File: config.mk
export PLATFORM = sky130hd
export DESIGN_NAME = fat_directory_entry_lister
export DESIGN_NICKNAME = d
export VERILOG_FILES = /design/src/hdl/fdel_pkg.sv /design/src/hdl/fdel_ram.sv /design/src/hdl/fat_directory_entry_lister.sv
export SDC_FILE = /design/constraint.sdc
export NUM_CORES = 2
export LEC_CHECK = 0
export BUFFER_PORTS_ARGS = -buffer_cell sky130_fd_sc_hd__buf_2
export CAP_MARGIN = 30
export CELL_PAD_IN_SITES_DETAIL_PLACEMENT = 0
export CELL_PAD_IN_SITES_GLOBAL_PLACEMENT = 1
export CORE_UTILIZATION = 52
export CTS_CLUSTER_DIAMETER = 50
export DETAILED_ROUTE_END_ITERATION = 10
export PLACE_DENSITY = 0.83
export SYNTH_ARGS = -nofsm -noshare
export SYNTH_HDL_FRONTEND = slang
export SYNTH_SLANG_ARGS = --single-unit
File: constraint.sdc
create_clock -name clk -period 39.9 [get_ports clk]
set_input_delay 7.98 -clock clk [delete_from_list [all_inputs] [get_ports clk]]
set_output_delay 7.98 -clock clk [all_outputs]
set_load 0.05 [all_outputs]
File: src/hdl/fdel_pkg.sv
package fdel_pkg;

    localparam int NAME_BYTES = 256;
    localparam int ADDR_W     = $clog2(NAME_BYTES);
    localparam int LEN_W      = ADDR_W + 1;
    localparam int POS_W      = 12;

    localparam logic [1:0] CMD_START = 2'd0;
    localparam logic [1:0] CMD_ENTRY = 2'd1;
    localparam logic [1:0] CMD_READ  = 2'd2;

    localparam logic [1:0] ST_PENDING = 2'd0;
    localparam logic [1:0] ST_FOUND   = 2'd1;
    localparam logic [1:0] ST_END     = 2'd2;
    localparam logic [1:0] ST_BYTE    = 2'd3;

    localparam logic [7:0] MARK_END     = 8'h00;
    localparam logic [7:0] MARK_DELETED = 8'hE5;
    localparam logic [7:0] ATTR_LFN     = 8'h0F;
    localparam logic [7:0] CHAR_SPACE   = 8'h20;
    localparam logic [7:0] CHAR_DOT     = 8'h2E;

    localparam int LFN_CHARS = 13;
    localparam int SUM_BYTES = 11;

    typedef enum logic [3:0] {
        S_IDLE,
        S_PROC,
        S_SUM,
        S_LFN_CHAR,
        S_LFN_BYTE,
        S_LEN_RD,
        S_LEN_CHK,
        S_SHORT_WR,
        S_RDNAME,
        S_FIN
    } state_t;

    typedef logic [4:0] char_at_t [0:LFN_CHARS-1];

    localparam char_at_t CHAR_AT = '{
        5'd1, 5'd3, 5'd5, 5'd7, 5'd9, 5'd14, 5'd16, 5'd18, 5'd20, 5'd22, 5'd24, 5'd28, 5'd30
    };

    function automatic logic [1:0] utf8_count(input logic [15:0] c);
        logic [1:0] n;
        if (c < 16'h0080)
        begin
            n = 2'd1;
        end
        else if (c < 16'h0800)
        begin
            n = 2'd2;
        end
        else
        begin
            n = 2'd3;
        end
        return n;
    endfunction

    function automatic logic [7:0] utf8_byte(input logic [15:0] c, input logic [1:0] n,
                                             input logic [1:0] k);
        logic [7:0] v;
        v = c[7:0];
        if (n == 2'd2)
        begin
            v = (k == 2'd0) ? (8'hC0 | {3'b000, c[10:6]}) : (8'h80 | {2'b00, c[5:0]});
        end
        else if (n == 2'd3)
        begin
            case (k)
                2'd0:    v = 8'hE0 | {4'b0000, c[15:12]};
                2'd1:    v = 8'h80 | {2'b00, c[11:6]};
                default: v = 8'h80 | {2'b00, c[5:0]};
            endcase
        end
        return v;
    endfunction

endpackage

File: src/hdl/fdel_ram.sv
module fdel_ram #(
    parameter int WIDTH = 8,
    parameter int DEPTH = 256
) (
    input  logic                     clk,
    input  logic                     we,
    input  logic [$clog2(DEPTH)-1:0] waddr,
    input  logic [WIDTH-1:0]         wdata,
    input  logic                     re,
    input  logic [$clog2(DEPTH)-1:0] raddr,
    output logic [WIDTH-1:0]         rdata
);

    logic [WIDTH-1:0] mem [0:DEPTH-1];

    always_ff @(posedge clk)
    begin
        if (we)
        begin
            mem[waddr] <= wdata;
        end
        if (re)
        begin
            rdata <= mem[raddr];
        end
    end

endmodule

File: src/hdl/fat_directory_entry_lister.sv
// Channel  Dir  tuser          tdata
// s_*      in   command[1:0]   entry_word, word_position, target_index, name_position
// m_*      out  status[1:0]    first_cluster, name_length, long_name_used, name_byte
//
// One item at a time; start, partial quarters, idle commands and entries after the end go
// straight to the result state, while a name read, a deleted entry or the end marker pass
// a processing state first. A long-name piece steps through its 13 characters and writes
// each UTF-8 byte in turn, unless its checksum is rejected. A short entry sums 11 name bytes;
// the wanted entry then scans the long name up to its terminator, or writes a dotted 8.3 name.
// Reset clears the name store through per-byte valid bits at once; no sweep is needed.
// A result waits in the output register while the next item is taken.
module fat_directory_entry_lister (
    input  logic        clk,
    input  logic        rst_n,
    input  logic        s_tvalid,
    output logic        s_tready,
    input  logic [95:0] s_tdata,   // entry_word[63:0], word_position[65:64],
                                   // target_index[81:66], name_position[89:82]
    input  logic [1:0]  s_tuser,   // command[1:0]
    output logic        m_tvalid,
    input  logic        m_tready,
    output logic [55:0] m_tdata,   // first_cluster[31:0], name_length[39:32],
                                   // long_name_used[40], name_byte[48:41]
    output logic [1:0]  m_tuser    // status[1:0]
);

    localparam int AW = fdel_pkg::ADDR_W;
    localparam int LW = fdel_pkg::LEN_W;
    localparam int PW = fdel_pkg::POS_W;

    fdel_pkg::state_t state_reg, state_next;

    logic [63:0] quarters_reg [0:3];

    logic [7:0]  exp_sum_reg, exp_sum_next;
    logic        active_reg, active_next;
    logic [15:0] listed_reg, listed_next;
    logic [15:0] wanted_reg, wanted_next;
    logic        finished_reg, finished_next;
    logic [fdel_pkg::NAME_BYTES-1:0] valid_reg, valid_next;
    logic        valid_q_reg, valid_q_next;
    logic [3:0]  cidx_reg, cidx_next;
    logic [1:0]  k_reg, k_next;
    logic [1:0]  n_reg, n_next;
    logic [PW-1:0] pos_reg, pos_next;
    logic [3:0]  sidx_reg, sidx_next;
    logic        dot_reg, dot_next;
    logic [7:0]  sum_reg, sum_next;
    logic [LW-1:0] len_reg, len_next;
    logic [1:0]  res_status_reg, res_status_next;
    logic [31:0] res_cluster_reg, res_cluster_next;
    logic [7:0]  res_len_reg, res_len_next;
    logic        res_long_reg, res_long_next;
    logic [7:0]  res_byte_reg, res_byte_next;
    logic        m_tvalid_reg, m_tvalid_next;
    logic [55:0] m_tdata_reg, m_tdata_next;
    logic [1:0]  m_tuser_reg, m_tuser_next;

    logic          we;
    logic [AW-1:0] waddr;
    logic [7:0]    wdata;
    logic          re;
    logic [AW-1:0] raddr;
    logic [7:0]    rdata;

    logic [1:0]  command;
    logic [63:0] entry_word;
    logic [1:0]  word_position;
    logic [15:0] target_index;
    logic [7:0]  name_position;
    logic        accept;

    logic [255:0] ent;
    logic [7:0]   b0, attr, b13;
    logic [3:0]   cidx_sel;
    logic [4:0]   at;
    logic [15:0]  ch;
    logic [7:0]   sb;
    logic [7:0]   sum_step;
    logic         pos_ok;
    logic [7:0]   rd_byte;

    assign command       = s_tuser;
    assign entry_word    = s_tdata[63:0];
    assign word_position = s_tdata[65:64];
    assign target_index  = s_tdata[81:66];
    assign name_position = s_tdata[89:82];

    assign s_tready = (state_reg == fdel_pkg::S_IDLE);
    assign accept   = s_tvalid && s_tready;
    assign m_tvalid = m_tvalid_reg;
    assign m_tdata  = m_tdata_reg;
    assign m_tuser  = m_tuser_reg;

    assign ent      = {quarters_reg[3], quarters_reg[2], quarters_reg[1], quarters_reg[0]};
    assign b0       = ent[7:0];
    assign attr     = ent[95:88];
    assign b13      = ent[111:104];
    assign cidx_sel = (cidx_reg < 4'(fdel_pkg::LFN_CHARS)) ? cidx_reg : 4'd0;
    assign at       = fdel_pkg::CHAR_AT[cidx_sel];
    assign ch       = {ent[{at + 5'd1, 3'b000} +: 8], ent[{at, 3'b000} +: 8]};
    assign sb       = ent[{1'b0, sidx_reg, 3'b000} +: 8];
    assign sum_step = {sum_reg[0], sum_reg[7:1]} + sb;
    assign pos_ok   = !pos_reg[PW-1]
                      && (pos_reg[PW-2:0] < (PW-1)'(fdel_pkg::NAME_BYTES));
    assign rd_byte  = valid_q_reg ? rdata : 8'd0;

    fdel_ram #(
        .WIDTH (8),
        .DEPTH (fdel_pkg::NAME_BYTES)
    ) u_name_ram (
        .clk   (clk),
        .we    (we),
        .waddr (waddr),
        .wdata (wdata),
        .re    (re),
        .raddr (raddr),
        .rdata (rdata)
    );

    always_ff @(posedge clk)
    begin
        if (accept && (command == fdel_pkg::CMD_ENTRY))
        begin
            quarters_reg[word_position] <= entry_word;
        end
    end

    always_ff @(posedge clk or negedge rst_n)
    begin
        if (!rst_n)
        begin
            state_reg       <= fdel_pkg::S_IDLE;
            exp_sum_reg     <= '0;
            active_reg      <= 1'b0;
            listed_reg      <= '0;
            wanted_reg      <= '0;
            finished_reg    <= 1'b0;
            valid_reg       <= '0;
            valid_q_reg     <= 1'b0;
            cidx_reg        <= '0;
            k_reg           <= '0;
            n_reg           <= '0;
            pos_reg         <= '0;
            sidx_reg        <= '0;
            dot_reg         <= 1'b0;
            sum_reg         <= '0;
            len_reg         <= '0;
            res_status_reg  <= fdel_pkg::ST_PENDING;
            res_cluster_reg <= '0;
            res_len_reg     <= '0;
            res_long_reg    <= 1'b0;
            res_byte_reg    <= '0;
            m_tvalid_reg    <= 1'b0;
            m_tdata_reg     <= '0;
            m_tuser_reg     <= '0;
        end
        else
        begin
            state_reg       <= state_next;
            exp_sum_reg     <= exp_sum_next;
            active_reg      <= active_next;
            listed_reg      <= listed_next;
            wanted_reg      <= wanted_next;
            finished_reg    <= finished_next;
            valid_reg       <= valid_next;
            valid_q_reg     <= valid_q_next;
            cidx_reg        <= cidx_next;
            k_reg           <= k_next;
            n_reg           <= n_next;
            pos_reg         <= pos_next;
            sidx_reg        <= sidx_next;
            dot_reg         <= dot_next;
            sum_reg         <= sum_next;
            len_reg         <= len_next;
            res_status_reg  <= res_status_next;
            res_cluster_reg <= res_cluster_next;
            res_len_reg     <= res_len_next;
            res_long_reg    <= res_long_next;
            res_byte_reg    <= res_byte_next;
            m_tvalid_reg    <= m_tvalid_next;
            m_tdata_reg     <= m_tdata_next;
            m_tuser_reg     <= m_tuser_next;
        end
    end

    always_comb
    begin
        state_next       = state_reg;
        exp_sum_next     = exp_sum_reg;
        active_next      = active_reg;
        listed_next      = listed_reg;
        wanted_next      = wanted_reg;
        finished_next    = finished_reg;
        valid_next       = valid_reg;
        valid_q_next     = valid_q_reg;
        cidx_next        = cidx_reg;
        k_next           = k_reg;
        n_next           = n_reg;
        pos_next         = pos_reg;
        sidx_next        = sidx_reg;
        dot_next         = dot_reg;
        sum_next         = sum_reg;
        len_next         = len_reg;
        res_status_next  = res_status_reg;
        res_cluster_next = res_cluster_reg;
        res_len_next     = res_len_reg;
        res_long_next    = res_long_reg;
        res_byte_next    = res_byte_reg;
        m_tvalid_next    = m_tvalid_reg;
        m_tdata_next     = m_tdata_reg;
        m_tuser_next     = m_tuser_reg;
        we               = 1'b0;
        waddr            = pos_reg[AW-1:0];
        wdata            = 8'd0;
        re               = 1'b0;
        raddr            = len_reg[AW-1:0];

        if (m_tvalid_reg && m_tready)
        begin
            m_tvalid_next = 1'b0;
        end

        unique case (state_reg)
            fdel_pkg::S_IDLE:
            begin
                if (accept)
                begin
                    res_status_next  = fdel_pkg::ST_PENDING;
                    res_cluster_next = '0;
                    res_len_next     = '0;
                    res_long_next    = 1'b0;
                    res_byte_next    = '0;
                    state_next       = fdel_pkg::S_FIN;
                    case (command)
                        fdel_pkg::CMD_START:
                        begin
                            wanted_next   = target_index;
                            listed_next   = '0;
                            active_next   = 1'b0;
                            exp_sum_next  = '0;
                            finished_next = 1'b0;
                            valid_next    = '0;
                        end
                        fdel_pkg::CMD_ENTRY:
                        begin
                            if ((word_position == 2'd3) && !finished_reg)
                            begin
                                state_next = fdel_pkg::S_PROC;
                            end
                        end
                        fdel_pkg::CMD_READ:
                        begin
                            re           = 1'b1;
                            raddr        = AW'(name_position);
                            valid_q_next = valid_reg[AW'(name_position)]
                                           && (16'(name_position) < 16'(fdel_pkg::NAME_BYTES));
                            state_next   = fdel_pkg::S_RDNAME;
                        end
                        default:
                        begin
                        end
                    endcase
                end
            end

            fdel_pkg::S_RDNAME:
            begin
                res_status_next = fdel_pkg::ST_BYTE;
                res_byte_next   = rd_byte;
                state_next      = fdel_pkg::S_FIN;
            end

            fdel_pkg::S_PROC:
            begin
                state_next = fdel_pkg::S_FIN;
                if (b0 == fdel_pkg::MARK_END)
                begin
                    finished_next   = 1'b1;
                    res_status_next = fdel_pkg::ST_END;
                end
                else if (b0 == fdel_pkg::MARK_DELETED)
                begin
                    state_next = fdel_pkg::S_FIN;
                end
                else if (attr == fdel_pkg::ATTR_LFN)
                begin
                    if (b0[6])
                    begin
                        valid_next   = '0;
                        exp_sum_next = b13;
                        active_next  = 1'b1;
                    end
                    if ((b0[6] || active_reg) && (b0[6] || (b13 == exp_sum_reg)))
                    begin
                        pos_next   = (PW'({b0[4:0]}) * PW'(fdel_pkg::LFN_CHARS))
                                     - PW'(fdel_pkg::LFN_CHARS);
                        cidx_next  = '0;
                        state_next = fdel_pkg::S_LFN_CHAR;
                    end
                end
                else
                begin
                    sum_next   = '0;
                    sidx_next  = '0;
                    state_next = fdel_pkg::S_SUM;
                end
            end

            fdel_pkg::S_LFN_CHAR:
            begin
                if (cidx_reg == 4'(fdel_pkg::LFN_CHARS))
                begin
                    state_next = fdel_pkg::S_FIN;
                end
                else if (ch == 16'hFFFF)
                begin
                    cidx_next = cidx_reg + 4'd1;
                end
                else
                begin
                    n_next     = fdel_pkg::utf8_count(ch);
                    k_next     = '0;
                    state_next = fdel_pkg::S_LFN_BYTE;
                end
            end

            fdel_pkg::S_LFN_BYTE:
            begin
                we       = pos_ok;
                wdata    = fdel_pkg::utf8_byte(ch, n_reg, k_reg);
                pos_next = pos_reg + PW'(1);
                if (pos_ok)
                begin
                    valid_next[pos_reg[AW-1:0]] = 1'b1;
                end
                if (k_reg == (n_reg - 2'd1))
                begin
                    cidx_next  = cidx_reg + 4'd1;
                    state_next = fdel_pkg::S_LFN_CHAR;
                end
                else
                begin
                    k_next = k_reg + 2'd1;
                end
            end

            fdel_pkg::S_SUM:
            begin
                sum_next  = sum_step;
                sidx_next = sidx_reg + 4'd1;
                if (sidx_reg == 4'(fdel_pkg::SUM_BYTES - 1))
                begin
                    if (active_reg && (sum_step != exp_sum_reg))
                    begin
                        active_next = 1'b0;
                    end
                    state_next = fdel_pkg::S_FIN;
                    if (attr[3])
                    begin
                        active_next = 1'b0;
                    end
                    else if (listed_reg == wanted_reg)
                    begin
                        if (active_reg && (sum_step == exp_sum_reg))
                        begin
                            len_next   = '0;
                            state_next = fdel_pkg::S_LEN_RD;
                        end
                        else
                        begin
                            sidx_next  = '0;
                            dot_next   = 1'b0;
                            pos_next   = '0;
                            state_next = fdel_pkg::S_SHORT_WR;
                        end
                    end
                    else
                    begin
                        listed_next = listed_reg + 16'd1;
                        active_next = 1'b0;
                    end
                end
            end

            fdel_pkg::S_LEN_RD:
            begin
                if (len_reg == LW'(fdel_pkg::NAME_BYTES))
                begin
                    res_status_next  = fdel_pkg::ST_FOUND;
                    res_cluster_next = {ent[175:160], ent[223:208]};
                    res_len_next     = (len_reg > LW'(255)) ? 8'd255 : 8'(len_reg);
                    res_long_next    = 1'b1;
                    finished_next    = 1'b1;
                    state_next       = fdel_pkg::S_FIN;
                end
                else
                begin
                    re           = 1'b1;
                    raddr        = len_reg[AW-1:0];
                    valid_q_next = valid_reg[len_reg[AW-1:0]];
                    state_next   = fdel_pkg::S_LEN_CHK;
                end
            end

            fdel_pkg::S_LEN_CHK:
            begin
                if (rd_byte == 8'd0)
                begin
                    if (len_reg == '0)
                    begin
                        sidx_next  = '0;
                        dot_next   = 1'b0;
                        pos_next   = '0;
                        state_next = fdel_pkg::S_SHORT_WR;
                    end
                    else
                    begin
                        res_status_next  = fdel_pkg::ST_FOUND;
                        res_cluster_next = {ent[175:160], ent[223:208]};
                        res_len_next     = (len_reg > LW'(255)) ? 8'd255 : 8'(len_reg);
                        res_long_next    = 1'b1;
                        finished_next    = 1'b1;
                        state_next       = fdel_pkg::S_FIN;
                    end
                end
                else
                begin
                    len_next   = len_reg + LW'(1);
                    state_next = fdel_pkg::S_LEN_RD;
                end
            end

            fdel_pkg::S_SHORT_WR:
            begin
                if (sidx_reg < 4'd8)
                begin
                    if (sb != fdel_pkg::CHAR_SPACE)
                    begin
                        we        = 1'b1;
                        wdata     = sb;
                        valid_next[pos_reg[AW-1:0]] = 1'b1;
                        pos_next  = pos_reg + PW'(1);
                        sidx_next = sidx_reg + 4'd1;
                    end
                    else
                    begin
                        sidx_next = 4'd8;
                    end
                end
                else if (sidx_reg < 4'(fdel_pkg::SUM_BYTES))
                begin
                    if (!dot_reg && (sidx_reg == 4'd8))
                    begin
                        if (sb != fdel_pkg::CHAR_SPACE)
                        begin
                            we        = 1'b1;
                            wdata     = fdel_pkg::CHAR_DOT;
                            valid_next[pos_reg[AW-1:0]] = 1'b1;
                            pos_next  = pos_reg + PW'(1);
                            dot_next  = 1'b1;
                        end
                        else
                        begin
                            sidx_next = 4'(fdel_pkg::SUM_BYTES);
                        end
                    end
                    else if (sb != fdel_pkg::CHAR_SPACE)
                    begin
                        we        = 1'b1;
                        wdata     = sb;
                        valid_next[pos_reg[AW-1:0]] = 1'b1;
                        pos_next  = pos_reg + PW'(1);
                        sidx_next = sidx_reg + 4'd1;
                    end
                    else
                    begin
                        sidx_next = 4'(fdel_pkg::SUM_BYTES);
                    end
                end
                else
                begin
                    we               = 1'b1;
                    wdata            = 8'd0;
                    valid_next[pos_reg[AW-1:0]] = 1'b1;
                    res_status_next  = fdel_pkg::ST_FOUND;
                    res_cluster_next = {ent[175:160], ent[223:208]};
                    res_len_next     = pos_reg[7:0];
                    res_long_next    = 1'b0;
                    finished_next    = 1'b1;
                    state_next       = fdel_pkg::S_FIN;
                end
            end

            fdel_pkg::S_FIN:
            begin
                if (!m_tvalid_reg || m_tready)
                begin
                    m_tvalid_next = 1'b1;
                    m_tdata_next  = {7'd0, res_byte_reg, res_long_reg, res_len_reg,
                                     res_cluster_reg};
                    m_tuser_next  = res_status_reg;
                    state_next    = fdel_pkg::S_IDLE;
                end
            end

            default:
            begin
                state_next = fdel_pkg::S_IDLE;
            end
        endcase
    end

endmodule

==> qor.yml <==
crit_top_cell: "buf_4"
final_antenna_net_count: 0
clockBufferDepth: 4
holdWs_ns: 0.477
antenna_found_initial: 13
synth_top_area_frac: 0.579
post_cts_resized: 0
final_area_sq_mm: 0.134
grt_max_degree: 203
cp.buffers_inverters: 6
fin_tns_setup_ns: 0
synthDistinctLibCells: 92
synthTopCellsByCount: "nand2_1 (2373), edfxtp_1 (2312), nand3_1 (906)"
syn2layout_area_growth_pct: 11.6
port_buffers: 148
synthesis.area_sq_mm: 0.120
critPathKind: "input pin to flip-flop"
grt_pass1_vias: 77600
clkLatencyLatePin_ns: 0.96
synth_sequential_area_ratio: 0.673
fp.dieW_um: 482
wl_per_cell_um: 26.2
worst_setup_path_start_kind: "input pin"
power_density_mw_per_mm2: 62.1
period_needed_ns: 14.81
slowest_delay_ns: 0.83
rows: 175
h-tree-depth: 5
final_util: 0.586
tightest_slew_ns: 1.21
largest_register_ff_count: 2048
grt_pass1_wl_um: 499000
placed_area_sq_mm: 0.123
crit_required_ns: 40.39
drtPass1Iterations: 9
hpwlAfterDp_um: 198000
final.setup_skew_ns: 0.0745
place.gp.congestion: 0.911
cp.arrival_ns: 15.30
path_cells: "buf_2 > inv_1 > ha_1 > and2_1 > a21o_1 > and2_4 > buf_4 > buf_4 > buf_4 > buf_4 > a311oi_1 > a311oi_1 > a31oi_1 > a221oi_1 > o22a_1 > o221ai_1"
n_fill_cell: 17500
clockRootBuffer: "clkbuf_16"
yosys.area.top_type: "edfxtp_1"
synth_area_per_cell_sq_um: 12.4
numClockSinks: 2760
io_pins: 162
ys.flop_type: "edfxtp_1"
hold_class: "flip-flop to flip-flop"
clk_pin_slew_ns: 0.06
vdd_drop_max_v: 0.0000706
drt_iter0_markers: 10300
setup_viol: 0
nets: 9738
synth_edf_count: 2312
leakage_nw: 49.1
failed_checks: "DRC"
cts_hold_buf: 0
relSlewSlack: 0.194
crit_fanout: 71
routed_wl_um: 335000
dieArea_sq_mm: 0.232
grt.total_usage: 0.286
cp_slowest_cell: "buf_4"
fmax_ghz: 0.0675
drc_errors: 2
maxCapViolations: 0
cts_buffers: 310
drv_slew: 0
critPathTopFamily: "buffers and inverters"
power.total_mw: 8.30
ys_async_sr_fraction: 0.162
synth.most_common_cell: "nand2_1"
fp.dieH_um: 482
drive_gt1_frac: 0.122
via_count: 81200
cts_tree: "done"
finalCritPeriodShare: 0.371
core_sq_mm: 0.228
synthCells: 9631
synth_area_leaders: "edfxtp_1 (58%), dfrtp_1 (9.4%), nand2_1 (7.4%), mux4_2 (4.6%), nand3_1 (3.8%)"
initial_core_util: 0.525
overflow: 0
hold_viol: 0
yosys_warnings: 0
critPathCaptureType: "flip-flop"
viasPerCell: 6.34
rsz0062_at_grt: "false"
status: "complete, but fails checks"
postCtsSetupRepairBufs: 0
ys_seq_elements: 2760
final cells by class:
class,count,area (sq um),share of cell area
multi-input cells,6086,36300,0.271
clock buffers,383,8280,0.0619
well taps,3009,3760,0.0281
flip-flops and latches,2760,80600,0.603
repair buffers,351,2910,0.0217
diodes,2,5.00,0.0000374
clock inverters,149,1590,0.0119
inverters,70,265,0.00198
metrics by stage:
step	instances	worst slack (ns)
floorplan	9637	23.38
global route	12800	24.92
CTS	12800	25.30
detailed placement	12300	24.33
global placement	12200	24.44
finish	12800	25.09
worst register-to-register path, delay by kind of cell, from the launching register on:
kind                   cells  cell delay [ns]
buffers and inverters      5             3.47
AO/OA/AOI/OAI              7             2.88
AND/OR/NAND/NOR            2             1.33
flip-flops                 1             0.64
worst paths after layout:
kind | startpoint | end | slack, ns | cells after the start
worst max-delay path | s_tuser[0] | u_name_ram.rdata[3]$_DFFE_PP_ | 25.09 | 16
worst min-delay path | res_cluster_reg[11]$_DFFE_PN0P_ | res_cluster_reg[11]$_DFFE_PN0P_ | 0.48 | 2
worst max register to register | state_reg[1]$_DFFE_PN0P_ | u_name_ram.rdata[3]$_DFFE_PP_ | 31.15 | 14
worst min register to register | res_cluster_reg[11]$_DFFE_PN0P_ | res_cluster_reg[11]$_DFFE_PN0P_ | 0.48 | 2
max in group asynchronous | rst_n | valid_reg[238]$_DFFE_PN0P_ | 30.06 | 5
min in group asynchronous | rst_n | m_tdata[3]$_DFFE_PN0P_ | 6.99 | 1
layout by cell type, fill, tap and decap left out, types with 27 or more instances in the layout:
cell type,synthesis,routed
nand2_1,2373,2357
edfxtp_1,2312,2312
nand3_1,906,906
nor2_1,603,596
dfrtp_1,448,445
clkbuf_16,0,314
a311oi_1,306,306
mux4_2,244,244
a21oi_1,233,231
and3_1,222,222
buf_4,22,158
o21ai_0,152,149
buf_2,118,147
a31oi_1,120,120
mux2i_1,117,114
mux2_2,83,82
inv_1,65,65
clkbuf_1,446,53
a22o_1,53,52
ha_1,53,52
clkinv_1,3,48
nor3_1,49,47
a221oi_1,43,43
o211ai_1,43,43
clkinv_2,0,40
xor2_1,33,33
bufinv_16,0,31
a211oi_1,30,30
xnor2_1,31,30
a21o_1,28,27
where the power goes:
part | leakage [nW] | internal (mW) | switching [mW]
logic | 16.9 | 0.515 | 1.45
clock network | 4.83 | 1.67 | 1.13
registers | 27.4 | 3.45 | 0.0881
total | 49.1 | 5.64 | 2.66
routing by layer:
metal | track usage | vias to the layer above | routed length [um]
met5 | 0 | - | 237
met3 | 0.0552 | 695 | 33800
met2 | 0.437 | 4338 | 154000
met4 | 0.104 | 8 | 12300
met1 | 0.409 | 40700 | 134000
li1 | - | 35500 | -
logic make-up (layout without fill, tap and decap cells):
group,after synthesis,in the layout,synth area share
other cells,1,9,0.0000313
simple gates,4303,4303,0.153
fa+ha+maj,57,57,0.00620
buf+inv,791,953,0.0271
mux,446,446,0.0636
flops,2760,2760,0.673
compound gates,1207,1207,0.0722
xor+xnor,66,66,0.00500
No activity file was read; power rests on OpenSTA's default activity.
